<file path="config.mk">
export PLATFORM = sky130hd
export DESIGN_NAME = a85_group
export DESIGN_NICKNAME = d
export VERILOG_FILES = /design/src/hw/rtl/a85_pkg.sv /design/src/hw/rtl/a85_group.sv
export SDC_FILE = /design/constraint.sdc
export NUM_CORES = 1
export LEC_CHECK = 0
export BUFFER_PORTS_ARGS = -buffer_cell sky130_fd_sc_hd__clkbuf_2
export CAP_MARGIN = 20
export CORE_MARGIN = 2
export CORE_UTILIZATION = 58
export CTS_BUF_LIST = sky130_fd_sc_hd__clkbuf_8
export DETAILED_ROUTE_END_ITERATION = 8
export GPL_ROUTABILITY_DRIVEN = 1
export GPL_TIMING_DRIVEN = 1
export PLACE_DENSITY = 0.78
export SETUP_SLACK_MARGIN = 0.02
export SLEW_MARGIN = 10
export SYNTH_ARGS = -nofsm -noshare
export SYNTH_HDL_FRONTEND = slang
export SYNTH_SLANG_ARGS = --single-unit
export TNS_END_PERCENT = 100
</file>
<file path="constraint.sdc">
create_clock -name clk -period 2.9 [get_ports clk]
set_input_delay 0.29 -clock clk [delete_from_list [all_inputs] [get_ports clk]]
set_output_delay 0.29 -clock clk [all_outputs]
set_load 0.05 [all_outputs]
</file>
<file path="src/hw/rtl/a85_pkg.sv">
// Shared types and constants for the Ascii85 stream encoder.
package a85_pkg;

  localparam logic ACT_DATA   = 1'b0;
  localparam logic ACT_FINISH = 1'b1;

  localparam logic [6:0] CH_BANG  = 7'd33;
  localparam logic [6:0] CH_Z     = 7'd122;
  localparam logic [6:0] CH_TILDE = 7'd126;
  localparam logic [6:0] CH_GT    = 7'd62;
  localparam logic [6:0] CH_NL    = 7'd10;

  localparam logic [6:0] ZERO_LINE_LIMIT  = 7'd76;
  localparam logic [6:0] GROUP_LINE_LIMIT = 7'd80;

  localparam logic [6:0]  RADIX       = 7'd85;
  // floor(x / 85) == (x * DIV85_MAGIC) >> DIV85_SHIFT, exact for any 32-bit x
  localparam logic [31:0] DIV85_MAGIC = 32'hC0C0C0C1;
  localparam int          DIV85_SHIFT = 38;

  localparam logic [2:0] NUM_DIGITS = 3'd5;

  typedef enum logic [1:0] {
    KIND_ZERO,
    KIND_FULL,
    KIND_FIN
  } job_kind_t;

  // closed group or finish request, from collector to converter
  typedef struct packed {
    job_kind_t   kind;
    logic [1:0]  n;
    logic        nl;
    logic [31:0] word;
  } job_t;

  // converted group, from converter to emitter
  typedef struct packed {
    job_kind_t       kind;
    logic [1:0]      n;
    logic            nl;
    logic [4:0][6:0] dig;
  } grp_chars_t;

endpackage

</file>
<file path="src/hw/rtl/a85_group.sv">
// Byte collector: builds 32-bit groups, tracks line length, issues jobs.
module a85_group (
  input  logic          clk,
  input  logic          rst_n,
  input  logic          in_valid,
  output logic          in_ready,
  input  logic          in_action,
  input  logic [7:0]    in_data_byte,
  output logic          job_valid,
  input  logic          job_ready,
  output a85_pkg::job_t job
);

  logic [31:0]   grp_word_r, grp_word_nxt;
  logic [1:0]    grp_cnt_r, grp_cnt_nxt;
  logic [6:0]    line_r, line_nxt;
  logic          job_v_r, job_v_nxt;
  a85_pkg::job_t job_r, job_nxt;

  logic        accept;
  logic [31:0] word_sh;
  logic [31:0] word_pad;
  logic [6:0]  line_p1;
  logic [6:0]  line_p5;

  assign in_ready  = !job_v_r || job_ready;
  assign accept    = in_valid && in_ready;
  assign job_valid = job_v_r;
  assign job       = job_r;

  assign word_sh = {grp_word_r[23:0], in_data_byte};
  assign line_p1 = line_r + 7'd1;
  assign line_p5 = line_r + 7'd5;

  always_comb begin
    case (grp_cnt_r)
      2'd1:    word_pad = {grp_word_r[7:0], 24'd0};
      2'd2:    word_pad = {grp_word_r[15:0], 16'd0};
      2'd3:    word_pad = {grp_word_r[23:0], 8'd0};
      default: word_pad = 32'd0;
    endcase
  end

  always_comb begin
    grp_word_nxt = grp_word_r;
    grp_cnt_nxt  = grp_cnt_r;
    line_nxt     = line_r;
    job_nxt      = job_r;
    job_v_nxt    = job_v_r && !job_ready;
    if (accept) begin
      if (in_action == a85_pkg::ACT_FINISH) begin
        job_nxt.kind = a85_pkg::KIND_FIN;
        job_nxt.n    = grp_cnt_r;
        job_nxt.nl   = 1'b0;
        job_nxt.word = word_pad;
        job_v_nxt    = 1'b1;
        grp_word_nxt = 32'd0;
        grp_cnt_nxt  = 2'd0;
        line_nxt     = 7'd0;
      end else if (grp_cnt_r == 2'd3) begin
        grp_cnt_nxt  = 2'd0;
        grp_word_nxt = 32'd0;
        job_nxt.n    = 2'd0;
        job_nxt.word = word_sh;
        job_v_nxt    = 1'b1;
        if (word_sh == 32'd0) begin
          job_nxt.kind = a85_pkg::KIND_ZERO;
          job_nxt.nl   = (line_p1 >= a85_pkg::ZERO_LINE_LIMIT);
          line_nxt     = job_nxt.nl ? 7'd0 : line_p1;
        end else begin
          job_nxt.kind = a85_pkg::KIND_FULL;
          job_nxt.nl   = (line_p5 >= a85_pkg::GROUP_LINE_LIMIT);
          line_nxt     = job_nxt.nl ? 7'd0 : line_p5;
        end
      end else begin
        grp_word_nxt = word_sh;
        grp_cnt_nxt  = grp_cnt_r + 2'd1;
      end
    end
  end

  always_ff @(posedge clk) begin
    if (!rst_n) begin
      grp_word_r <= 32'd0;
      grp_cnt_r  <= 2'd0;
      line_r     <= 7'd0;
      job_v_r    <= 1'b0;
    end else begin
      grp_word_r <= grp_word_nxt;
      grp_cnt_r  <= grp_cnt_nxt;
      line_r     <= line_nxt;
      job_v_r    <= job_v_nxt;
    end
  end

  always_ff @(posedge clk) begin
    job_r <= job_nxt;
  end

endmodule

</file>
### Word level (Yosys, flattened, before mapping)

Cells that the tools add are included.

| word-level totals | value |
|---|---|
| ROM bits | 0 |
| memories | 0 |
| latch bits | 0 |
| input port bits | 13 |
| word-level logic and storage cells | 41 |
| register bits after elaboration | 71 |
| memory bits (writable) | 0 |
| output and inout port bits | 39 |

| cells by class | value |
|---|---|
| shift-type cells | 0 |
| divide/modulo/power cells | 0 |
| reduce and logical (&&, ||, !) cells | 8 |
| order comparisons | 2 |
| $add $sub $neg | 3 |
| equal/unequal tests | 3 |
| multipliers | 0 |
| bitwise operators | 0 |
| muxes and demuxes | 17 |

Operator list:

| operator | count |
|---|---|
| one-hot mux 32 bit (3 select lines) | 1 |
| 2-to-1 mux 24 bit | 2 |
| 2-to-1 mux 37 bit | 1 |
| 2-to-1 mux 35 bit | 1 |
| 2-to-1 mux 7 bit | 5 |
| logical NOT 32 bit | 1 |
| >= comparator 7 bit, second input constant | 2 |
| adder 7 x 1 -> 7 bit, second input constant | 1 |
| adder 7 x 3 -> 7 bit, second input constant | 1 |
| 2-to-1 mux 1 bit | 5 |
| == test 2 bit, second input constant | 2 |
| 2-to-1 mux 2 bit | 2 |
| adder 2 x 1 -> 2 bit, second input constant | 1 |
| == test 2 x 1 -> 1 bit, second input constant | 1 |
| logical AND 1 bit | 2 |
| logical NOT 1 bit | 2 |
| AND reduction 2 bit | 1 |
| nonzero test 2 bit | 1 |
| logical OR 1 bit | 1 |

### Longest topological paths before layout

Gate-level depths: netlist (run 1).

| depth | value |
|---|---|
| depth after elaboration | 6 |
| depth in mapped cells | 8 |
| depth with buffers taken out | 7 |

### Worst setup path after synthesis (run 1)

No wires, ideal clock.

| path | value |
|---|---|
| path kind | register to register |
| start | register job_v_r (netlist: job_valid) |
| end | register job_r, in the netlist job[0], enable pin |
| path slack | 0.015 ns |
| path buffers | 2 |
| period minus slack after synthesis | 2.885 ns |
| arrival | 2.493 ns |
| required time | 2.509 ns |
| stages on the path, launching flop included | 7 |
| setup time | 0.391 ns |
| cells stage by stage | dfxtp_1 -> nand2b_1 -> and2_1 -> clkbuf_1 -> o21ai_0 -> clkbuf_1 -> inv_1 |

| between the ends | value |
|---|---|
| longest elaborated chain between the ends | 4 |

Ends and longest elaborated chain:

| item | line | source |
|---|---|---|
| start: declaration | a85_group.sv:17 | `logic job_v_r, job_v_nxt;` |
| start signal: assignment | a85_group.sv:92 | `job_v_r <= job_v_nxt;` |
| logical NOT 1 bit | a85_group.sv:26 | `assign in_ready = !job_v_r \|\| job_ready;` |
| logical OR 1 bit | a85_group.sv:26 |  |
| named net in_ready | a85_group.sv:6 | `output logic in_ready,` |
| logical AND 1 bit | a85_group.sv:27 | `assign accept = in_valid && in_ready;` |
| AND reduction 2 bit (no source line) | n/a |  |
| end signal: assignment | a85_group.sv:97 | `job_r <= job_nxt;` |
| end: declaration | a85_group.sv:18 | `a85_pkg::job_t job_r, job_nxt;` |

The timed path passes the listed nets, and every way through them passes these cells.
A chain may end at the register's enable or synchronous reset.

### Final worst setup path (run 1)

| path | value |
|---|---|
| start | register line_r[0] |
| end | register line_r[2] |

| between the ends | value |
|---|---|
| longest elaborated chain between the ends | 6 |
| elaborated cells between the ends (all ways) | 9 |
| classes of those cells | add/sub: 2; order compare: 2; mux: 5 |

Ends and longest elaborated chain:

| item | line | source |
|---|---|---|
| start: declaration | a85_group.sv:16 | `logic [6:0] line_r, line_nxt;` |
| start signal: assignment | a85_group.sv:91 | `line_r <= line_nxt;` |
| adder 7 x 3 -> 7 bit / adder 7 x 1 -> 7 bit (equally long branches) | a85_group.sv:33, a85_group.sv:32 |  |
| >= comparator 7 bit (on tied branches) | a85_group.sv:72, a85_group.sv:68 |  |
| 2-to-1 mux 7 bit (on tied branches) | a85_group.sv:73, a85_group.sv:69 |  |
| 2-to-1 mux 7 bit * | a85_group.sv:66 | `if (word_sh == 32'd0) begin` |
| 2-to-1 mux 7 bit * | a85_group.sv:60 | `end else if (grp_cnt_r == 2'd3) begin` |
| 2-to-1 mux 7 bit * | a85_group.sv:51 | `if (in_action == a85_pkg::ACT_FINISH) begin` |

Mark *: on every way between the ends. The rest lies on a longest branch, timed or not. The select of a mux whose other input is x is not followed.

==> results by group, run 1 <==
Routing
  – Initial DRC Count: 306
  – DR vias: 2690
  – Final ANT Viol Nets: 0
  – Wirelength per Cell: 17.0 microns
  – Remaining DRCs: 0
  – DR vias/cell: 6.06
  – Routed WL: between 7000 and 8000 microns
  – TritonRoute pass-1 iters: 5

Clock tree
  – CTS Hold Buffers Added: 0
  – Worst-path clk slew: 80 ps
  – Root buffer cell: clkbuf_8
  – Clock Latency Late Sink: between 300 and 400 ps
  – Setup bufs post-CTS: 0
  – Clock sink total: just over 70
  – Htree depth: 3
  – Total CTS buffers: 9
  – CTS tree: yes
  – CTS resizes: 0
  – Clk buf depth: 2

Worst setup path
  – Crit path DAT: 2590 ps
  – FF-to-FF path depth: 7
  – Data required, critical path: 3140 ps
  – WS Path Type: flip-flop to flip-flop
  – Crit-path max FO: 10
  – Worst Setup End Kind: flip-flop
  – CP startpoint kind: flip-flop

Run
  – # Max-Cap Violations: 0

Logic synthesis
  – Most common cell in the synthesized netlist: nand2_1
  – Net Count, Synth: 338
  – Post-Syn Instances: 320
  – Mux contribution to synthesized area: 0.759%
  – Distinct cell type count after synthesis: 44
  – Main combinational cell family by area after synthesis: simple AND/OR/NAND/NOR gates
  – Mean area per synthesized cell: 10.3 sq um
  – Xor and xnor area share after synthesis: 2.12%
  – Post-synth EDFFs: 37
  – #FFs+latches synth: 71
  – Async set-reset flop share out of synthesis: 0%
  – Main area contributors after synthesis: edfxtp_1 (34%), dfxtp_1 (21%), a21boi_0 (6.4%)
  – Post-synth top area share: 33.7%
  – Compound-Gate Fraction of Synth Area: 15.9%
  – Top FF cell, synth: edfxtp_1
  – Yosys warns: 0
  – Register area share after synthesis: 54.3%
  – Commonest cells post-synth: nand2_1 (42), edfxtp_1 (37), dfxtp_1 (34), a21boi_0 (28), nand3_1 (28)
  – Mapped Area: 3300 sq um
  – Synth Area in Simple Gates: 21.0%
  – Post-synthesis adder-cell area fraction: roughly 2.2%
  – Synth area leader: edfxtp_1

Timing
  – Final worst slack: 551 ps
  – Setup TNS Final: 0 ps
  – Relative slew margins: between 50% and 60%
  – Fin Clk Skew: about 11 ps
  – Setup violations, final: 0
  – Final critical-path share of the clock period: about four fifths
  – Highest Clock Rate: 426 MHz
  – Fin crit period: about 2300 ps
  – Hold Vio Cnt, Final: 0
  – Worst-Margin Slew: 698 ps
  – Pins over their slew limit: 0
  – RSZ-0062 raised after global routing: no

Die
  – Die Wd: 79.4 microns
  – Cell Rows: 27
  – Starting Density: 59.9%
  – Core ar.: 5510 sq um
  – Die area: 6310 sq um
  – Die Height: 79.4 microns
  – Number of top-level pins: 52

GRT
  – Largest net degree at the start of global routing: 36
  – Initial antenna violation count: 0
  – Total track usage: 26.4%
  – Global Route met2 Usage: a little over two fifths
  – First-pass GRT wire length: 12600 microns
  – Global-route met3 utilization: 7.58%
  – Grt met1 use: about 33%
  – Grt peak-use layer: met2
  – Gr ovfl total: 0
  – Vias in the first global route: 2608

Pwr
  – Pwr/cell area: 566 nW/um^2
  – Leak Pwr: 1.35 nW
  – VDD IR-drop max: 0.000275 V

Placement
  – Routability cong.: 0.878
  – Pre-CTS WS: 576 ps
  – Port-buffer cells: 51
  – Hpwl dp: between 5000 and 6000 microns

Cells and area
  – Synth-to-layout area growth: 15.5%
  – Nets: 385
  – Layout cell share with drive strength beyond 1: 21.2%
  – Ant diodes: 0

Min path
  – Min-Delay Path Depth: 3
  – Hold/Removal Path Class: primary input to flip-flop

Run status
  – Outcome: finished clean
==> registers in the layout (all words and copies together), names as in the netlist <==
signal      cells
grp_cnt_r       2
job            37
job_valid       1
line_r          7
grp_word_r     24
==> cells in the final DEF (no fill, tap or decap), types with 3 or more instances in the layout <==
cell,netlist,layout
a22oi_1,10,10
nor4_1,10,10
buf_4,0,6
and2_1,11,11
nand3_1,28,28
inv_1,6,6
xor2_1,6,6
edfxtp_1,37,37
nor3_1,4,4
dfxtp_1,34,34
clkbuf_2,0,51
and3_1,3,3
ha_1,5,5
nor2_1,6,6
a21boi_0,28,28
nand2_1,42,42
nor2b_1,13,13
a22o_1,9,9
clkbuf_8,0,9
o21ai_0,15,15
==> per-stage QoR <==
stage / instances / util, % / cell area [sq um] / total power [mW] / hold WS (ps)
floorplan: 320 / - / 3300 / 1.28 / 389
CTS: 444 / 69.2 / 3810 / 2.16 / 218
finish: 444 / 69.2 / 3810 / 2.16 / 227
global placement: 428 / 65.3 / 3600 / 1.33 / 470
global route: 444 / 69.2 / 3810 / 2.22 / 234
detailed placement: 428 / 65.3 / 3600 / 1.34 / 479
==> metal layers <==
metal | vias up | wire length [microns]
met5 | - | 0
met4 | 0 | 257
met3 | 30 | 586
met2 | 136 | 3660
met1 | 1263 | 3070
li1 | 1261 | -
==> power by group <==
group          internal [mW]  switching, mW
combinational         0.0511          0.159
clock                  0.478          0.362
sequential              1.09         0.0209
==> worst max-delay path, stage by stage, from the launching register on <==
cell,delay (ps)
dfxtp_1,450
ha_1,390
nand2_1,110
or3_1,340
a222oi_1,470
mux2i_2,200
a32oi_1,230
nor2b_1,60
==> cells by family after synthesis <==
logic type      count (synthesis)
compound gates                 73
xor+xnor                        8
fa+ha+maj                       6
buf+inv                        27
flops                          71
mux                             2
simple gates                  133
==> final timing paths <==
kind | slack [ps] | end | startpoint
worst max-delay path | 550 | line_r[2] | line_r[0]
worst min-delay path | 230 | grp_word_r[2] | in_data_byte[2]
worst max register to register | 550 | line_r[2] | line_r[0]
worst min register to register | 490 | grp_word_r[21] | grp_word_r[21]
==> layout make-up <==
| type | instances | area [sq um] |
|---|---|---|
| fill | 422 | 1700 |
| sequential | 71 | 1790 |
| multi-input combinational | 222 | 1390 |
| inverter | 6 | 26.3 |
| clock inverter | 7 | 88.8 |
| timing repair buffer | 57 | 300 |
| clock buffer | 9 | 124 |
| tap | 72 | 90.1 |
No activity file was read; power rests on OpenSTA's default activity.
==> run 2: changes to the inputs <==
ABC_AREA = 1   (was not set)
CORE_UTILIZATION = 59   (was 58)
PLACE_DENSITY = 0.79   (was 0.78)
clock period = 2.4 ns   (was 2.9 ns; I/O delays follow)
==> results by group, run 2 <==
Pwr
  – Clock power frac: 38.6%
  – Psw: around 790 uW
  – P_int: about 2.2 mW
  – VDD IR-drop max: between 0.0005 and 0.0006 V
  – Leak Pwr: 1.65 nW
  – Sequential power share: between 40 and 50%
  – Pwr/cell area: 733 nW/um^2
  – Sw frac: between 20% and 30%
  – Comb pwr share: between 10% and 20%

Cells and area
  – Commonest non-fill, non-tap cell in the layout: inv_1
  – Max reg flops: 37
  – Synth-to-layout area growth: 16.1%
  – Ant diodes: 0
  – Layout cell share with drive strength beyond 1: 23.6%
  – Most frequent cells in the layout: inv_1 (59), clkbuf_2 (51), nor2_1 (44)
  – Post-route cell area: 4040 sq um
  – Fin cells: approximately 530
  – Fillers: 439
  – Nets: 466

Timing
  – Relative slew margins: 57.9%
  – Pins over their slew limit: 0
  – RSZ-0062 raised after global routing: no
  – Final critical-path share of the clock period: 76.3%
  – Worst-Margin Slew: 632 ps
  – Hold Vio Cnt, Final: 0
  – Worst hold margin: 176 ps
  – Highest Clock Rate: 546 MHz
  – Fin Clk Skew: 3.41 ps
  – Setup violations, final: 0
  – Fin crit period: 1830 ps
  – Setup TNS Final: 0 ps
  – Final worst slack: 568 ps

Logic synthesis
  – Compound-Gate Fraction of Synth Area: 18.6%
  – Top FF cell, synth: edfxtp_1
  – Distinct cell type count after synthesis: 34
  – Post-synthesis adder-cell area fraction: between 1.5 and 2%
  – Register area share after synthesis: 51.5%
  – Mean area per synthesized cell: just under 9 sq um
  – Post-synth top area share: a little under a third
  – Synth area leader: edfxtp_1
  – Post-synth EDFFs: 37
  – Most common cell in the synthesized netlist: inv_1
  – Net Count, Synth: 415
  – Main area contributors after synthesis: edfxtp_1 (32%), dfxtp_1 (20%), inv_1 (6.0%)
  – Commonest cells post-synth: inv_1 (56), nor2_1 (44), nand2_1 (40), edfxtp_1 (37), a21oi_1 (36)
  – Yosys warns: 0
  – Main combinational cell family by area after synthesis: compound AO/OA/AOI/OAI gates
  – Xor and xnor area share after synthesis: 0.503%
  – #FFs+latches synth: between 70 and 80
  – Async set-reset flop share out of synthesis: 0%
  – Synth Area in Simple Gates: 17.9%
  – Post-Syn Instances: just under 400
  – Mapped Area: ~3500 sq um
  – Mux contribution to synthesized area: 0%

Run status
  – Outcome: finished clean

Die
  – Core ar.: around 5600 sq um
  – Cell Rows: 27
  – Die Height: 80.8 microns
  – Die Wd: 80.8 microns
  – Die area: between 6000 and 7000 sq um
  – Number of top-level pins: 52
  – Starting Density: slightly above 60%

Clock tree
  – CTS tree: yes
  – Clock sink total: 71
  – Root buffer cell: clkbuf_8
  – Clock Latency Late Sink: between 300 and 400 ps
  – Htree depth: 3
  – Clk buf depth: 2
  – CTS Hold Buffers Added: 0
  – Setup bufs post-CTS: 0
  – Total CTS buffers: 9
  – CTS resizes: 0
  – Worst-path clk slew: 70 ps

Run
  – # Max-Cap Violations: 0

Placement
  – Routability cong.: approximately 0.9
  – Pre-CTS WS: 591 ps
  – Placed cell count: 509
  – Port-buffer cells: 51
  – Hpwl dp: 5780 microns
  – Dpl cell area: 3800 sq um

GRT
  – First-pass GRT wire length: 13700 microns
  – Largest net degree at the start of global routing: 53
  – Initial antenna violation count: 0
  – Total track usage: 28.0%
  – Vias in the first global route: slightly below 3000
  – Gr ovfl total: 0

Routing
  – Routed WL: ~8400 microns
  – Remaining DRCs: 0
  – DR vias/cell: between 5 and 6
  – DR vias: around 3000
  – Initial DRC Count: approximately 280
  – Final ANT Viol Nets: 0
  – TritonRoute pass-1 iters: 5
  – Wirelength per Cell: 16.0 microns

Worst setup path
  – Crit-path max FO: 16
  – CP startpoint kind: flip-flop
  – WS Path Type: flip-flop to flip-flop
  – Data required, critical path: 2460 ps
  – Worst Setup End Kind: flip-flop
  – Crit path DAT: 1890 ps

Min path
  – Hold/Removal Path Class: primary input to flip-flop
## run 2: worst paths after layout
check / start / slack, ps / end / depth (start not counted)
max: grp_cnt_r[0] / 570 / job[25] / 6
min: rst_n / 180 / grp_word_r[18] / 3
max reg2reg: grp_cnt_r[0] / 570 / job[25] / 6
min reg2reg: grp_word_r[18] / 510 / grp_word_r[18] / 2
## run 2: critical path, stage by stage, from the launching register on
cell and delay [ps]:
dfxtp_1 380, inv_1 110, ha_1 210, inv_1 420
o22ai_1 150, a21oi_1 180, o22ai_1 90
## run 2: stage by stage
stage / utilization (%) / power (mW)
finish: 72.0 / 2.96
global route: 72.0 / 3.07
CTS: 72.0 / 2.96
detailed placement: 67.8 / 1.84
global placement: 67.8 / 1.82
floorplan: - / 1.73
## run 2: logic make-up after synthesis
group | count (synthesis)
flip-flops | 71
buffers and inverters | 84
adder cells (fa/ha/maj) | 5
AO/OA/AOI/OAI | 107
AND/OR/NAND/NOR | 128
XOR/XNOR | 2
## run 2: layout make-up
cell class	instances	area, sq um	share of cell area (%)
clock inverter	6	101	2.51
inverter	64	244	6.04
sequential	71	1790	44.4
tap	72	90.1	2.23
timing repair buffer	60	323	7.99
multi-input combinational	242	1350	33.5
clock buffer	10	138	3.41
## run 2: power by group through the flow
stage	Clock, mW	Sequential (mW)	Combinational [mW]
detailed placement	0	1.41	0.427
global route	1.21	1.39	0.466
finish	1.14	1.39	0.432
floorplan	0	1.52	0.209
global placement	0	1.41	0.415
CTS	1.15	1.39	0.430
## run 2: layer usage
| layer | vias up | part of all wire [%] | track usage, % |
|---|---|---|---|
| li1 | 1463 | - | - |
| met5 | - | 0 | 0 |
| met2 | 128 | 49 | 45.8 |
| met4 | 0 | 1.8 | 11.9 |
| met1 | 1415 | 42 | 35.6 |
| met3 | 16 | 7.3 | 6.78 |
