File: src/hw/rtl/a85_pkg.sv
// Shared types and constants for the Ascii85 stream encoder.
package a85_pkg;

  localparam logic ACT_DATA   = 1'b0;
  localparam logic ACT_FINISH = 1'b1;

  localparam logic [6:0] CH_BANG  = 7'd33;
  localparam logic [6:0] CH_Z     = 7'd122;
  localparam logic [6:0] CH_TILDE = 7'd126;
  localparam logic [6:0] CH_GT    = 7'd62;
  localparam logic [6:0] CH_NL    = 7'd10;

  localparam logic [6:0] ZERO_LINE_LIMIT  = 7'd76;
  localparam logic [6:0] GROUP_LINE_LIMIT = 7'd80;

  localparam logic [6:0]  RADIX       = 7'd85;
  // floor(x / 85) == (x * DIV85_MAGIC) >> DIV85_SHIFT, exact for any 32-bit x
  localparam logic [31:0] DIV85_MAGIC = 32'hC0C0C0C1;
  localparam int          DIV85_SHIFT = 38;

  localparam logic [2:0] NUM_DIGITS = 3'd5;

  typedef enum logic [1:0] {
    KIND_ZERO,
    KIND_FULL,
    KIND_FIN
  } job_kind_t;

  // closed group or finish request, from collector to converter
  typedef struct packed {
    job_kind_t   kind;
    logic [1:0]  n;
    logic        nl;
    logic [31:0] word;
  } job_t;

  // converted group, from converter to emitter
  typedef struct packed {
    job_kind_t       kind;
    logic [1:0]      n;
    logic            nl;
    logic [4:0][6:0] dig;
  } grp_chars_t;

endpackage

File: src/hw/rtl/a85_emit.sv
// Character emitter: walks a converted group and drives the result channel.
module a85_emit (
  input  logic                clk,
  input  logic                rst_n,
  input  logic                grp_valid,
  output logic                grp_ready,
  input  a85_pkg::grp_chars_t grp,
  output logic                out_valid,
  input  logic                out_ready,
  output logic [6:0]          out_char,
  output logic                out_last
);

  logic                em_v_r, em_v_nxt;
  logic [2:0]          em_idx_r, em_idx_nxt;
  a85_pkg::grp_chars_t em_r, em_nxt;

  logic       beat;
  logic [2:0] nd;
  logic [2:0] n_chars;
  logic [6:0] dig_char;

  assign out_valid = em_v_r;
  assign beat      = out_valid && out_ready;
  assign grp_ready = !em_v_r || (beat && out_last);

  // digits shown on a finish: none for an empty group, else n+1
  assign nd = (em_r.n == 2'd0) ? 3'd0 : ({1'b0, em_r.n} + 3'd1);

  always_comb begin
    dig_char = a85_pkg::CH_BANG;
    if (em_idx_r < a85_pkg::NUM_DIGITS) begin
      dig_char = em_r.dig[em_idx_r] + a85_pkg::CH_BANG;
    end
  end

  always_comb begin
    out_char = a85_pkg::CH_NL;
    n_chars  = 3'd1;
    case (em_r.kind)
      a85_pkg::KIND_ZERO: begin
        n_chars  = em_r.nl ? 3'd2 : 3'd1;
        out_char = (em_idx_r == 3'd0) ? a85_pkg::CH_Z : a85_pkg::CH_NL;
      end
      a85_pkg::KIND_FULL: begin
        n_chars  = em_r.nl ? 3'd6 : 3'd5;
        out_char = (em_idx_r < a85_pkg::NUM_DIGITS) ? dig_char : a85_pkg::CH_NL;
      end
      a85_pkg::KIND_FIN: begin
        n_chars = nd + 3'd3;
        if (em_idx_r < nd) begin
          out_char = dig_char;
        end else if (em_idx_r == nd) begin
          out_char = a85_pkg::CH_TILDE;
        end else if (em_idx_r == nd + 3'd1) begin
          out_char = a85_pkg::CH_GT;
        end else begin
          out_char = a85_pkg::CH_NL;
        end
      end
      default: begin
        n_chars  = 3'd1;
        out_char = a85_pkg::CH_NL;
      end
    endcase
  end

  assign out_last = (em_idx_r == n_chars - 3'd1);

  always_comb begin
    em_v_nxt   = em_v_r;
    em_idx_nxt = em_idx_r;
    em_nxt     = em_r;
    if (grp_valid && grp_ready) begin
      em_v_nxt   = 1'b1;
      em_idx_nxt = 3'd0;
      em_nxt     = grp;
    end else if (beat) begin
      if (out_last) begin
        em_v_nxt = 1'b0;
      end else begin
        em_idx_nxt = em_idx_r + 3'd1;
      end
    end
  end

  always_ff @(posedge clk) begin
    if (!rst_n) begin
      em_v_r   <= 1'b0;
      em_idx_r <= 3'd0;
    end else begin
      em_v_r   <= em_v_nxt;
      em_idx_r <= em_idx_nxt;
    end
  end

  always_ff @(posedge clk) begin
    em_r <= em_nxt;
  end

endmodule

File: config.mk
export PLATFORM = sky130hd
export DESIGN_NAME = a85_emit
export DESIGN_NICKNAME = d
export VERILOG_FILES = /design/src/hw/rtl/a85_pkg.sv /design/src/hw/rtl/a85_emit.sv
export SDC_FILE = /design/constraint.sdc
export NUM_CORES = 1
export LEC_CHECK = 0
export BUFFER_PORTS_ARGS = -buffer_cell sky130_fd_sc_hd__buf_2
export CAP_MARGIN = 15
export CORE_UTILIZATION = 50
export DETAILED_ROUTE_END_ITERATION = 7
export PLACE_DENSITY = 0.77
export RECOVER_POWER = 100
export SYNTH_ARGS = -nofsm -noshare
export SYNTH_HDL_FRONTEND = slang
export SYNTH_SLANG_ARGS = --single-unit
File: constraint.sdc
create_clock -name clk -period 4.5 [get_ports clk]
set_input_delay 0.225 -clock clk [delete_from_list [all_inputs] [get_ports clk]]
set_output_delay 0.225 -clock clk [all_outputs]
set_load 0.02 [all_outputs]
### Yosys cells after proc, flatten, opt, wreduce, memory -nomap -nowiden

Cells that the tools add are included.

* logic and storage cells: 55
* output and inout bits: 10
* flip-flop bits (word level): 44
* bits of input ports: 44

* equal/unequal tests: 5
* add/sub/neg operators: 6
* $lt $le $gt $ge: 3
* multiplexer cells: 16
* bitwise logic cells: 2
* reductions and logical operators: 13

Operators with widths (number)
* $mux 7: 6
* $bmux 7 s3: 1
* $pmux 7 s3: 1
* $eq 3x3->1: 3
* $pmux 3 s3: 1
* $add 7x6->7 const B: 1
* $add 3x1->3 const B: 2
* $mux 6: 1
* $logic_not 2->1: 2
* $lt 3x4->1 const B: 1
* $mux 2: 2
* $reduce_and 2->1: 2
* $reduce_bool 2->1: 2
* $add 2x1->3 const B: 1
* $add 3x2->3 const B: 1
* $logic_and 1x1->1: 3
* $logic_not 3->1: 1
* $lt 3x3->1: 1
* $lt 3x3->1 const B: 1
* $mux 1: 3
* $mux 3: 1
* $sub 3x1->3 const B: 1
* $eq 2x1->1 const B: 1
* $eq 2x2->1 const B: 1
* other kinds (4): 5

### Depth between registers and ports, before layout

Gate-level depths: netlist of run 1.

* depth in word-level cells: 11
* gate-level depth with buffers: 10
* mapped depth without buffers: 10

### Worst setup path after synthesis of run 1

Ideal clock, no wire load.

* kind: register -> register
* start: reg em_r[36] in the netlist's numbering
* end: reg em_r[0] in the netlist's numbering, enable pin
* slack: 1076 ps
* setup time: 394 ps
* arrival time: 3030 ps
* data required time: 4106 ps
* stages on the path, launching flop included: 11
* path buffers: 0
* cells stage by stage: edfxtp_1 -> inv_1 -> ha_1 -> a21oi_4 -> inv_1 -> ha_1 -> xor2_4 -> xnor2_4 -> o41ai_4 -> nand2_1 -> inv_1

* longest elaborated chain between the ends: 9
* elaborated cells on any way between the ends: 10
* classes of those cells: add/sub: 3; eq/ne: 1; mux: 2; reduce/logical: 4

Ends and longest elaborated chain
* start, declared: RTL line a85_emit.sv:16 `a85_pkg::grp_chars_t em_r, em_nxt;`
* start signal, assigned: RTL line a85_emit.sv:98 `em_r <= em_nxt;`
* $add 2x1->3 or $logic_not 2->1 (tied branches): RTL line a85_emit.sv:28 `assign nd = (em_r.n == 2'd0) ? 3'd0 : ({1'b0, em_r.n} + 3'd1);`
* $mux 3 *: RTL line a85_emit.sv:28
* $add 3x2->3 *: RTL line a85_emit.sv:50 `n_chars = nd + 3'd3;`
* $pmux 3 s3 *: RTL line a85_emit.sv:40 `case (em_r.kind)`
* $sub 3x1->3 *: RTL line a85_emit.sv:68 `assign out_last = (em_idx_r == n_chars - 3'd1);`
* $eq 3x3->1 *: RTL line a85_emit.sv:68
* $logic_and 1x1->1 *: RTL line a85_emit.sv:25 `assign grp_ready = !em_v_r || (beat && out_last);`
* $logic_or 1x1->1 *: RTL line a85_emit.sv:25
* net grp_ready: RTL line a85_emit.sv:6 `output logic grp_ready,`
* $logic_and 1x1->1 *: RTL line a85_emit.sv:74 `if (grp_valid && grp_ready) begin`

Mark *: on every way through the listed nets, which the timed path passes. The rest lies on a longest branch.
A chain may end at the register's enable or synchronous reset.

### Final worst setup path of run 1

* start: reg em_r[36] in the netlist's numbering
* end: reg em_r[2] in the netlist's numbering, enable pin

* longest elaborated chain between the ends: 9
* elaborated cells on any way between the ends: 10
* classes of those cells: add/sub: 3; eq/ne: 1; mux: 2; reduce/logical: 4

Ends and longest elaborated chain (RTL line)
* $add 2x1->3 or $logic_not 2->1 (tied branches): a85_emit.sv:28
* $mux 3 *: a85_emit.sv:28
* $add 3x2->3 *: a85_emit.sv:50
* $pmux 3 s3 *: a85_emit.sv:40
* $sub 3x1->3 *: a85_emit.sv:68
* $eq 3x3->1 *: a85_emit.sv:68
* $logic_and 1x1->1 *: a85_emit.sv:25
* $logic_or 1x1->1 *: a85_emit.sv:25
* $logic_and 1x1->1 *: a85_emit.sv:74

Every way passes the cells marked *; elsewhere a longest branch is shown, timed or not.

==> results of run 1 <==
[cells in the mapped netlist (2+ instances only)]
library cell  count  share of area (%)
a21o_1            2               0.61
a21oi_1           5                1.0
a21oi_4           2                1.3
a221o_1           2               0.82
a31oi_1           3               0.77
and2_1            3               0.77
and3_1            4                1.0
buf_4             3               0.92
clkbuf_1          2               0.31
dfxtp_1           4                3.3
edfxtp_1         40                 49
ha_1             13                6.7
inv_1            14                2.2
mux2_2            2               0.92
mux2i_1           7                2.9
mux4_2            3                2.8
nand2_1           8                1.2
nand2b_1          2               0.51
nand3_1           4               0.82
nor2_1            6               0.92
nor2b_1           3               0.77
o2111ai_2         2                1.2
o21ai_0           8                1.6
o21ai_1           7                1.4
xnor2_1           4                1.4
xnor2_4           2                2.3
[layout by cell type (no fill, tap or decap), types with 2 or more instances in the layout]
master     netlist  layout
a21o_1           2       2
a21oi_1          5       5
a21oi_4          2       2
a221o_1          2       2
a31oi_1          3       3
and2_1           3       3
and3_1           4       4
buf_2            0      44
clkbuf_1         2      10
clkbuf_8         0       5
dfxtp_1          4       4
edfxtp_1        40      40
ha_1            13      13
inv_1           14      14
mux2_2           2       2
mux2i_1          7       7
mux4_2           3       3
nand2_1          8       8
nand2b_1         2       2
nand3_1          4       4
nor2_1           6       6
nor2b_1          3       3
o2111ai_2        2       2
o21ai_0          8       8
o21ai_1          7       7
xnor2_1          4       5
[critical path, cell delays in order, from the launching register on]
cell	delay (ns)
edfxtp_1	0.40
inv_1	0.10
ha_1	0.25
a21oi_4	0.20
inv_1	0.07
ha_1	0.25
xor2_4	0.16
xnor2_1	0.23
o41ai_1	0.75
nand2_1	0.18
inv_1	0.52
buf_12	0.26
[worst max path at each step]
stage,depth (start not counted),endpoint,slack [ns]
finish,11,em_r[2]$_DFFE_PP_,0.83
floorplan,10,em_r[0]$_DFFE_PP_,1.08
global route,11,em_r[2]$_DFFE_PP_,0.65
global placement,11,em_r[16]$_DFFE_PP_,1.29
detailed placement,11,em_r[2]$_DFFE_PP_,1.21
CTS,11,em_r[0]$_DFFE_PP_,1.20
[registers in the layout, indices dropped and copies added, names as in the netlist]
signal,flops
out_valid,1
em_r,40
em_idx_r,3
[power by group through the flow]
stage | sequential [mW] | clock, mW | combinational (mW)
2_1_floorplan | 0.495 | 0 | 0.122
3_3_place_gp | 0.497 | 0 | 0.171
3_5_place_dp | 0.498 | 0 | 0.174
4_1_cts | 0.489 | 0.297 | 0.175
5_1_grt | 0.491 | 0.307 | 0.177
6_report | 0.488 | 0.292 | 0.163
[kinds of logic (layout without fill, tap and decap cells)]
logic type,count (synthesis),after routing,synth area share [%]
compound gates,40,40,13.8
mux,13,13,7.02
flops,44,44,52.5
xor+xnor,10,10,6.76
buf+inv,20,78,3.84
fa+ha+maj,13,13,6.66
simple gates,39,39,9.43
[layout make-up]
class                   instances  area, µm²
inverters                      14       52.6
well taps                      67       83.8
flip-flops and latches         44       1280
fillers                       378       1880
multi-input cells             115       1030
repair buffers                 56        285
clock buffers                   5       68.8
clock inverters                 3       42.5
[routing by layer]
metal	vias to the layer above	wire (µm)
met4	0	59
met3	6	212
li1	775	-
met2	47	2290
met5	-	0
met1	737	1730
==> run summary, run 1 <==
The utilization of the core after routing is 60.2%, and the clock-pin slew reported for the worst setup and hold paths after clock tree synthesis is 0.08 ns. The run gives 2790 µm² as the cell area after placement. Post-CTS setup repair buffer count: 0.

Dividing the detail-routed wire length by the instance count gives 14.1 µm. The setup path with the least slack is of type reg -> reg. In the final timing run, aggregate negative setup slack is 0 ns.

The run gives 0.83 ns as the worst-case register-to-register setup slack. The cell area power density is 332 nW/µm², and the number of nets in the layout is 293. For this block, the via count after detailed routing is 1565. The critical register-to-register path endpoint was em_r[2]$_DFFE_PP_. At the end of routability-driven placement, the weighted congestion stood at 0.813. For the total routing usage reported by global routing, the log shows 17.6%. The global-route track usage on met3 was 4.17%.

The overall power was 0.943 mW; the slew at the pin closest to its max-slew limit was 0.794 ns. The worst register-to-register path begins at em_r[36]$_DFFE_PP_. The relative slew slack is 46.3%, and the biggest fanout along the worst timing path is 25. The most instantiated flip-flop cell in the synthesis netlist is edfxtp_1.

The max-cap violation count is 0. The highest ir drop seen on vdd is 0.253 mV, and the worst clock skew on the final layout is 0.00583 ns. The tree is rooted in a clkbuf_8. Post-placement cell count: 296.

The fraction of power spent switching nets was 24.6%; the width of the die was 71.9 µm. After routing the design area is 2840 µm². The first detailed-routing pass took 4 iterations. Per report_power, the clock group accounts for 30.9% of the total. The layout cell share with drive strength beyond 1 is 30.4%, and the largest buffer count on any clock path is 2.

Proportion of synthesized flip-flops having asynchronous set or reset: 0%. After synthesis, the netlist uses 50 different library cells. In the finished design, the share of the clock period the worst path needs comes to 81.5%. On the final layout, the worst hold slack is 0.102 ns.

Setup repair after global routing left no endpoint under its margin. A synthesized cell averages 13.6 µm². For the met2 track utilization from global routing, the log shows 32.2%. Setup slack on the critical path of the routed design comes to 0.833 ns. The number of clock buffers inserted by TritonCTS was 5.

In this run the static leakage power is 1.13 nW. Number of synthesized register bits: 44. The run gives 0.232 mW as the switching power of the nets.

The run gives 0 as the number of antenna repair diodes. For the number of clock sinks, the log shows 44. In this run the most critical hold path is launched from grp[17]. TritonCTS built the clock tree.

Entering global routing, the biggest net connects 26 pins. The tools report the synthesized instance count as 179. The most critical setup path has its startpoint at em_r[36]$_DFFE_PP_. Global routing's busiest layer: met2. The number of antenna violations at the first check in global routing is 0.

The run gives 54 as the number of I/O pins. The total wire length came out at 4290 µm. After legalization and detailed placement, the total HPWL measured 3250 µm. Number of global-route vias before repair: 1503. The first global-routing pass estimated 6730 µm of wire. After detailed routing, the number of remaining DRC violations is 0. Dividing the detail-routed via count by the number of cells gives 5.15. The count of cells along the worst hold path was 1; the final critical-path required period was 3.67 ns.

Relative to the synthesized area, the layout overhead comes to 16.4%. The number of placement rows came out at 25. The maximum operating frequency is 0.273 GHz, and the final setup violation count is 0. Yosys printed 0 warnings. Counting cells, the worst reg-to-reg path comes to 11.

The tools report the area enclosed by the die boundary as 5170 µm². The mapped netlist covers 2440 µm². During placement, the flow inserted port buffers numbering 53. For the total count of hold-check failures in the final report, the log shows 0.

The tools report the endpoint of the worst hold path as em_r[17]$_DFFE_PP_. The initial utilization of the core area, before any placement, comes to 51.7%. Global routing consumed, on the met1 layer, 20.0% of the routing resources.

The tools report the total congestion overflow after global routing as 0. In this run the standard cell core region covers 4720 µm². For the final number of max-transition violations, the log shows 0. At the worst endpoint, the required time is 4.50 ns. The die is 71.9 µm tall. The path class of the tightest hold or removal check is in -> reg. Synthesis produced a netlist with a net count of 236. STA classifies the critical path endpoint as a register.

Sequential-to-total area share from yosys stat: 52.5%. For the share of power burned in combinational logic, the log shows 17.3%. Before CTS, the worst setup slack after placement is 1.21 ns. For the worst-skew pair, the clock arrives at the later sink with an insertion delay of 0.29 ns.

The worst path arrival time was 3.67 ns. The tools report the cell-internal power as 0.711 mW. The deepest level of the CTS H-tree was 2. The worst setup path is launched from a register.

Counting flops with a built-in enable in the synthesized netlist gives 40. The number of standard cells in the layout, taps in and fillers out was 304. The detail route stage leaves a number of antenna-violating nets equal to 0. The number of violations reported at the end of detailed-routing iteration 0 was 61; the total of hold buffers inserted after clock tree synthesis was 0. The flow ran to the end, and the final reports show no timing, DRC or antenna violations. In this run, post-CTS repair resized a total of 0 instances. Of the total power, registers draw 51.8%.
(Power assumes the default switching activity.)
==> run 2: changes to the inputs <==
--- a/config.mk
+++ b/config.mk
@@ -7,9 +7,9 @@
 export LEC_CHECK = 0
 export BUFFER_PORTS_ARGS = -buffer_cell sky130_fd_sc_hd__buf_2
 export CAP_MARGIN = 15
-export CORE_UTILIZATION = 50
+export CORE_UTILIZATION = 49
 export DETAILED_ROUTE_END_ITERATION = 7
-export PLACE_DENSITY = 0.77
+export PLACE_DENSITY = 0.79
 export RECOVER_POWER = 100
 export SYNTH_ARGS = -nofsm -noshare
 export SYNTH_HDL_FRONTEND = slang
==> constraint.sdc (replaced) <==
create_clock -name clk -period 3.15 [get_ports clk]
set_input_delay 0.1575 -clock clk [delete_from_list [all_inputs] [get_ports clk]]
set_output_delay 0.1575 -clock clk [all_outputs]
set_load 0.02 [all_outputs]
==> run summary, run 2 (synthesis gave the netlist of run 1 again) <==
The total of hold buffers inserted after clock tree synthesis was 0 (unchanged); the slew at the pin closest to its max-slew limit was 0.672 ns (-0.122 ns). Core region area: 4750 µm² (+0.66%). The number of placement rows is 25 (unchanged), and the layout cell share with drive strength beyond 1 is 33.3% (+3.0 points). The worst setup path is of the reg -> out kind. The number of clock buffers inserted by TritonCTS is 5 (unchanged), and the number of antenna repair diodes is 0 (unchanged).

The tools report the slack of the critical path as 0.198 ns (-0.635 ns). The number of vias per cell after detailed routing came out at 5.11 (-0.79%). The post-CTS setup repair buffer count was 0 (unchanged); the total count of hold-check failures in the final report was 0 (unchanged). The library cells used most frequently in the layout, excluding fill and tap cells, are 46 x buf_2, 40 x edfxtp_1, 13 x inv_1, 13 x ha_1.

The count of buffers inserted at the top-level ports is 53 (unchanged), and the largest buffer count on any clock path is 2 (unchanged). The logs give 41 (+58%) for the pin count of the biggest net entering global routing and 55.1% (+8.8 points) for the relative slew slack. The leakage dissipation came out at 1.15 nW (+1.8%). The path class of the lowest-slack min-delay path is in -> reg.

The worst path arrival time is 2.79 ns (-0.88 ns). For the insertion delay of the later-clocked pin in the worst-skew pair, the log shows 0.29 ns (about the same). The total routing usage reported by global routing came out at 17.1% (-0.55 points). The logs give 2.99 ns (-1.51 ns) for the data required time at the worst endpoint and 0 (unchanged) for the number of antenna violations at the first check in global routing. The setup TNS came out at 0 ns (unchanged). The average wire per standard cell is 13.3 µm (-5.6%), and the cell area power density is 444 nW/µm² (+34%).

The worst-case register-to-register setup slack was 0.24 ns (-0.59 ns); the highest ir drop seen on vdd was 0.360 mV (+43%). Most flop-heavy register: em_r. The area growth from synthesis to layout is 16.9%, and the width of the die is 72.6 µm (+0.99%). The number of clock sinks came out at 44 (unchanged). The worst setup path is captured at an output pin. The count of cells resized by post-cts repair was 0 (unchanged). The number of detailed-route iterations in the first pass was 4 (unchanged). The total congestion overflow after global routing was 0 (unchanged); the max-cap violation count was 0 (unchanged). The final number of max-transition violations was 0 (unchanged).

The effective utilization at floorplan was 51.4% (-0.34 points); the number of I/O pins was 54 (unchanged). TritonCTS built the clock tree. The run gives 0.784 (-3.5%) as the final weighted congestion in routability-driven placement. The logs give 296 (+1.0%) for the number of nets in the layout and 0 (unchanged) for the final setup violation count.

The tools report the number of violations reported at the end of detailed-routing iteration 0 as 48 (-21%). The flow ran to the end, and the final reports show no timing, DRC or antenna violations. The vertical die dimension is 72.6 µm (+0.99%), and the clock-pin slew reported for the worst setup and hold paths after clock tree synthesis is 0.08 ns (about the same). The worst path needs 2.95 ns of the cycle, external delays included. The final antenna-violating net count is 0 (unchanged). The run gives 3110 µm (-4.3%) as the half-perimeter wire length of the detailed placement result.

The post-route fraction of the period consumed by the critical path is 93.7%, and the number of vias in the routed layout is 1568 (+0.19%). Maximum operating frequency: 0.339 GHz. The tools report the area enclosed by the die boundary as 5270 µm² (+2.0%). The library cell used most frequently in the layout, excluding fill and tap cells, is buf_2.

For the wire length of the first global-routing pass, the log shows 6660 µm (-1.1%). The total DRC errors in the routed layout is 0 (unchanged), and the worst clock skew on the final layout is 0.00337 ns (-0.00245 ns). The biggest fanout along the worst timing path came out at 14 (-44%). The deepest level of the CTS H-tree was 2 (unchanged); the worst-case setup slack after placement was 0.253 ns (-0.956 ns).

The logs give 1527 (+1.6%) for the number of global-route vias before repair and 4090 µm (-4.7%) for the total wire length. The tools report the total of fill cells in the finished design as 419 (+11%). The number of flip-flops under the largest register name is 40 (unchanged). Setup repair after global routing left no endpoint under its margin. Clock root buffer: clkbuf_8.

The worst setup path is launched from a register.
[run 2: cell types whose count changed in the layout (fill, tap and decap cells not counted), moves of 2 or more]
cell and delta:
clkbuf_1 -4, clkbuf_2 +2, buf_2 +2, buf_4 +4
[run 2: worst paths after layout]
kind,startpoint,depth (start not counted),end
setup / recovery,em_idx_r[2]$_SDFFE_PP0P_,9,out_char[6]
hold / removal,grp[15],1,em_r[15]$_DFFE_PP_
setup reg to reg,em_r[36]$_DFFE_PP_,11,em_r[38]$_DFFE_PP_
hold reg to reg,out_valid$_SDFFE_PN0P_,2,em_idx_r[2]$_SDFFE_PP0P_
[run 2: through the flow]
| stage | area, µm² | utilization [%] | hold WS, ns | cells | total power [mW] |
|---|---|---|---|---|---|
| 2_1_floorplan | 2450 | - | 0.243 | 179 | 0.882 |
| 4_1_cts | 2900 | 61.0 | 0.0251 | 307 | 1.30 |
| 3_3_place_gp | 2810 | 59.1 | 0.334 | 299 | 0.954 |
| 3_5_place_dp | 2810 | 59.1 | 0.336 | 299 | 0.960 |
| 5_1_grt | 2860 | 60.1 | 0.0217 | 307 | 1.33 |
| 6_report | 2860 | 60.1 | 0.0334 | 307 | 1.27 |
[run 2: routing by layer]
layer / track usage (%) / vias to the layer above / routed length, µm
met5: 0 / - / 0
met4: 8.28 / 0 / 85
met3: 3.73 / 7 / 165
met2: 28.9 / 39 / 2060
met1: 20.8 / 735 / 1780
li1: - / 787 / -
[run 2: cell type report]
class	count	area (µm²)	share of cell area, %
multi-input cells	115	1030	36.1
clock buffers	6	72.6	2.54
well taps	67	83.8	2.94
clock inverters	2	16.3	0.570
repair buffers	59	317	11.1
flip-flops and latches	44	1280	44.9
inverters	14	53.8	1.88
[run 2: power breakdown]
part / internal (mW) / switching [mW]
Combinational: 0.104 / 0.133
Clock: 0.157 / 0.179
Sequential: 0.681 / 0.0136
[run 2: critical path, stage by stage, from the launching register on]
cell,delay (ns)
dfxtp_1,0.76
inv_1,0.27
a221o_1,0.40
and2_1,0.17
ha_1,0.22
o2111ai_2,0.09
nand2_1,0.10
xor2_1,0.16
o21ai_1,0.15
clkbuf_2,0.19
==> run 3: changes to the inputs <==
--- a/config.mk
+++ b/config.mk
@@ -7,10 +7,11 @@
 export LEC_CHECK = 0
 export BUFFER_PORTS_ARGS = -buffer_cell sky130_fd_sc_hd__buf_2
 export CAP_MARGIN = 15
+export CORE_ASPECT_RATIO = 0.7
 export CORE_UTILIZATION = 49
 export DETAILED_ROUTE_END_ITERATION = 7
 export PLACE_DENSITY = 0.79
-export RECOVER_POWER = 100
+export RECOVER_POWER = 25
 export SYNTH_ARGS = -nofsm -noshare
 export SYNTH_HDL_FRONTEND = slang
 export SYNTH_SLANG_ARGS = --single-unit
==> run summary, run 3 (synthesis gave the netlist of run 1 again) <==
The run finished with clean final reports. For the detailed-route wire length on metal 1, the log shows 2030 µm (+14%). The total count of hold-check failures in the final report came out at 0 (unchanged). Uppermost layer routed: met4. The library cell used most frequently in the layout, excluding fill and tap cells, is buf_2. Length of routed met3 wiring: 249 µm (+51%). The number of vias per cell after detailed routing is 4.97 (-2.6%). The top cell types in the final layout, fill and taps aside, are 53 x buf_2, 40 x edfxtp_1, 13 x inv_1, 13 x ha_1.

The insertion delay of the later-clocked pin in the worst-skew pair is 0.29 ns (about the same), and the deepest level of the CTS H-tree is 2 (unchanged). The area growth from synthesis to layout works out to 21.1%. The core region area is 4780 µm² (+0.58%), and the cell area after placement is 2830 µm² (+0.62%). The post-route fraction of the period consumed by the critical path is 92.4% (-1.3 points). The tools report the post-CTS setup repair buffer count as 0 (unchanged).

Total routing usage reported by global routing: 17.2% (+0.16 points). The final weighted congestion in routability-driven placement was 0.811 (+3.4%). The largest buffer count on any clock path was 2 (unchanged).

The tools report the worst path arrival time as 2.90 ns (+0.11 ns). The total DRC errors in the routed layout came out at 0 (unchanged). The path class of the lowest-slack min-delay path is in -> reg. Number of flip-flops under the largest register name: 40 (unchanged). STA classifies the critical path startpoint as a register.

The area enclosed by the die boundary was 5280 µm² (about the same); the number of vias in the routed layout was 1542 (-1.7%). The biggest fanout along the worst timing path came out at 15 (+1). Number of I/O pins: 54 (unchanged). The element type at the critical path end is a register.

Number of clock buffers inserted by TritonCTS: 5 (unchanged). The final setup violation count was 0 (unchanged). The total of hold buffers inserted after clock tree synthesis is 0 (unchanged), and the largest stage delay on the critical path is 0.40 ns (-0.36 ns). For the setup TNS, the log shows 0 ns (unchanged). The layout cell share with drive strength beyond 1 is 36.9% (+3.6 points). The slew at the pin closest to its max-slew limit came out at 0.594 ns (-0.0785 ns). Worst setup path category: reg -> reg. The pin count of the biggest net entering global routing is 26 (-37%), and the number of violations reported at the end of detailed-routing iteration 0 is 89 (+85%). The final critical-path required period came out at 2.91 ns (-0.0420 ns). The highest ir drop seen on vdd came out at 0.332 mV (-8.0%). The maximum operating frequency is 0.344 GHz (+1.4%). The count of cells resized by post-cts repair came out at 0 (unchanged). The effective utilization at floorplan is 51.1% (-0.30 points). The number of detailed-route iterations in the first pass was 4 (unchanged).

Cell area power density: 486 nW/µm² (+9.5%). The vertical die dimension is 61.1 µm (-16%). The worst-case register-to-register setup slack was 0.24 ns (about the same); the count of buffers inserted at the top-level ports was 53 (unchanged).

The number of clock sinks came out at 44 (unchanged). For the worst clock skew on the final layout, the log shows 0.00456 ns (+0.00118 ns). The clock-pin slew reported for the worst setup and hold paths after clock tree synthesis works out to 0.08 ns (about the same). Setup repair after global routing left no endpoint under its margin. The final number of max-transition violations is 0 (unchanged). Counting flops per register, the top entry is em_r. The max-cap violation count was 0 (unchanged); the half-perimeter wire length of the detailed placement result was 3290 µm (+5.6%).

The critical path goes through inv_1 > ha_1 > a21oi_4 > inv_1 > ha_1 > xor2_4 > xnor2_4 > o41ai_4 > nand2_1 > clkinvlp_4 > buf_4. TritonCTS built the clock tree. The width of the die was 86.4 µm (+19%); the total wire length was 4170 µm (+1.8%). The number of placement rows is 21 (-16%), and the wire length of the first global-routing pass is 6610 µm (-0.72%). The logs give 1810 µm (-12%) for the wire length on met2 and 60.0% (+4.9 points) for the relative slew slack. The number of nets in the layout came out at 298 (+0.68%).

The total non-filler cell area in the finished layout came out at 2960 µm² (+3.6%). The total congestion overflow after global routing came out at 0 (unchanged). The run gives 0 (unchanged) as the number of antenna violations at the first check in global routing. The tools report the clock root buffer as clkbuf_8.

The number of antenna repair diodes was 0 (unchanged); the leakage dissipation was 1.20 nW (+4.7%). The average wire per standard cell is 13.4 µm (+0.82%). Number of global-route vias before repair: 1462 (-4.3%). Critical-path cell with the highest stage delay: edfxtp_1.

Final antenna-violating net count: 0 (unchanged). The run gives 3.14 ns (+0.15 ns) as the data required time at the worst endpoint.
## run 3: cell type report
class | count | area [µm²]
clock buffers | 5 | 68.8
clock inverters | 2 | 60.1
fillers | 409 | 1820
inverters | 14 | 56.3
multi-input cells | 115 | 1070
flip-flops and latches | 44 | 1280
well taps | 69 | 86.3
repair buffers | 61 | 338
## run 3: layer usage
layer	vias to the layer above	GRT usage (%)
met3	9	4.16
met5	-	0
met4	0	7.38
met2	52	27.9
met1	693	22.8
li1	788	-
## run 3: stage by stage
stage	instances	total power, mW	worst slack, ns	utilization [%]	hold slack (ns)
final	310	1.44	0.240	61.9	0.0305
after global routing	310	1.50	0.0135	61.9	0.0228
after CTS	310	1.45	0.214	61.9	0.0263
after detailed placement	303	0.963	0.235	59.2	0.336
after global placement	303	0.958	0.310	59.2	0.334
after floorplan	179	0.882	0.0342	-	0.243
## run 3: worst max-delay path, delay by kind of cell (launching register included)
family,cells,cell delay [ns]
flip-flops,1,0.40
AND/OR/NAND/NOR,1,0.19
AO/OA/AOI/OAI,2,0.59
buffers and inverters,4,0.53
XOR/XNOR,2,0.37
adder cells (fa/ha/maj),2,0.51
## run 3: path summary, 6_finish.rpt
path                     startpoint                  endpoint  cells past startpoint
min reg2reg  out_valid$_SDFFE_PN0P_  em_idx_r[2]$_SDFFE_PP0P_                      2
min                         grp[27]        em_r[27]$_DFFE_PP_                      1
max              em_r[36]$_DFFE_PP_        em_r[32]$_DFFE_PP_                     11
max reg2reg      em_r[36]$_DFFE_PP_        em_r[32]$_DFFE_PP_                     11
## run 3: power by group
group          total, mW  switching, mW  internal [mW]
registers          0.697         0.0167          0.681
clock network      0.491          0.179          0.312
logic              0.251          0.138          0.113
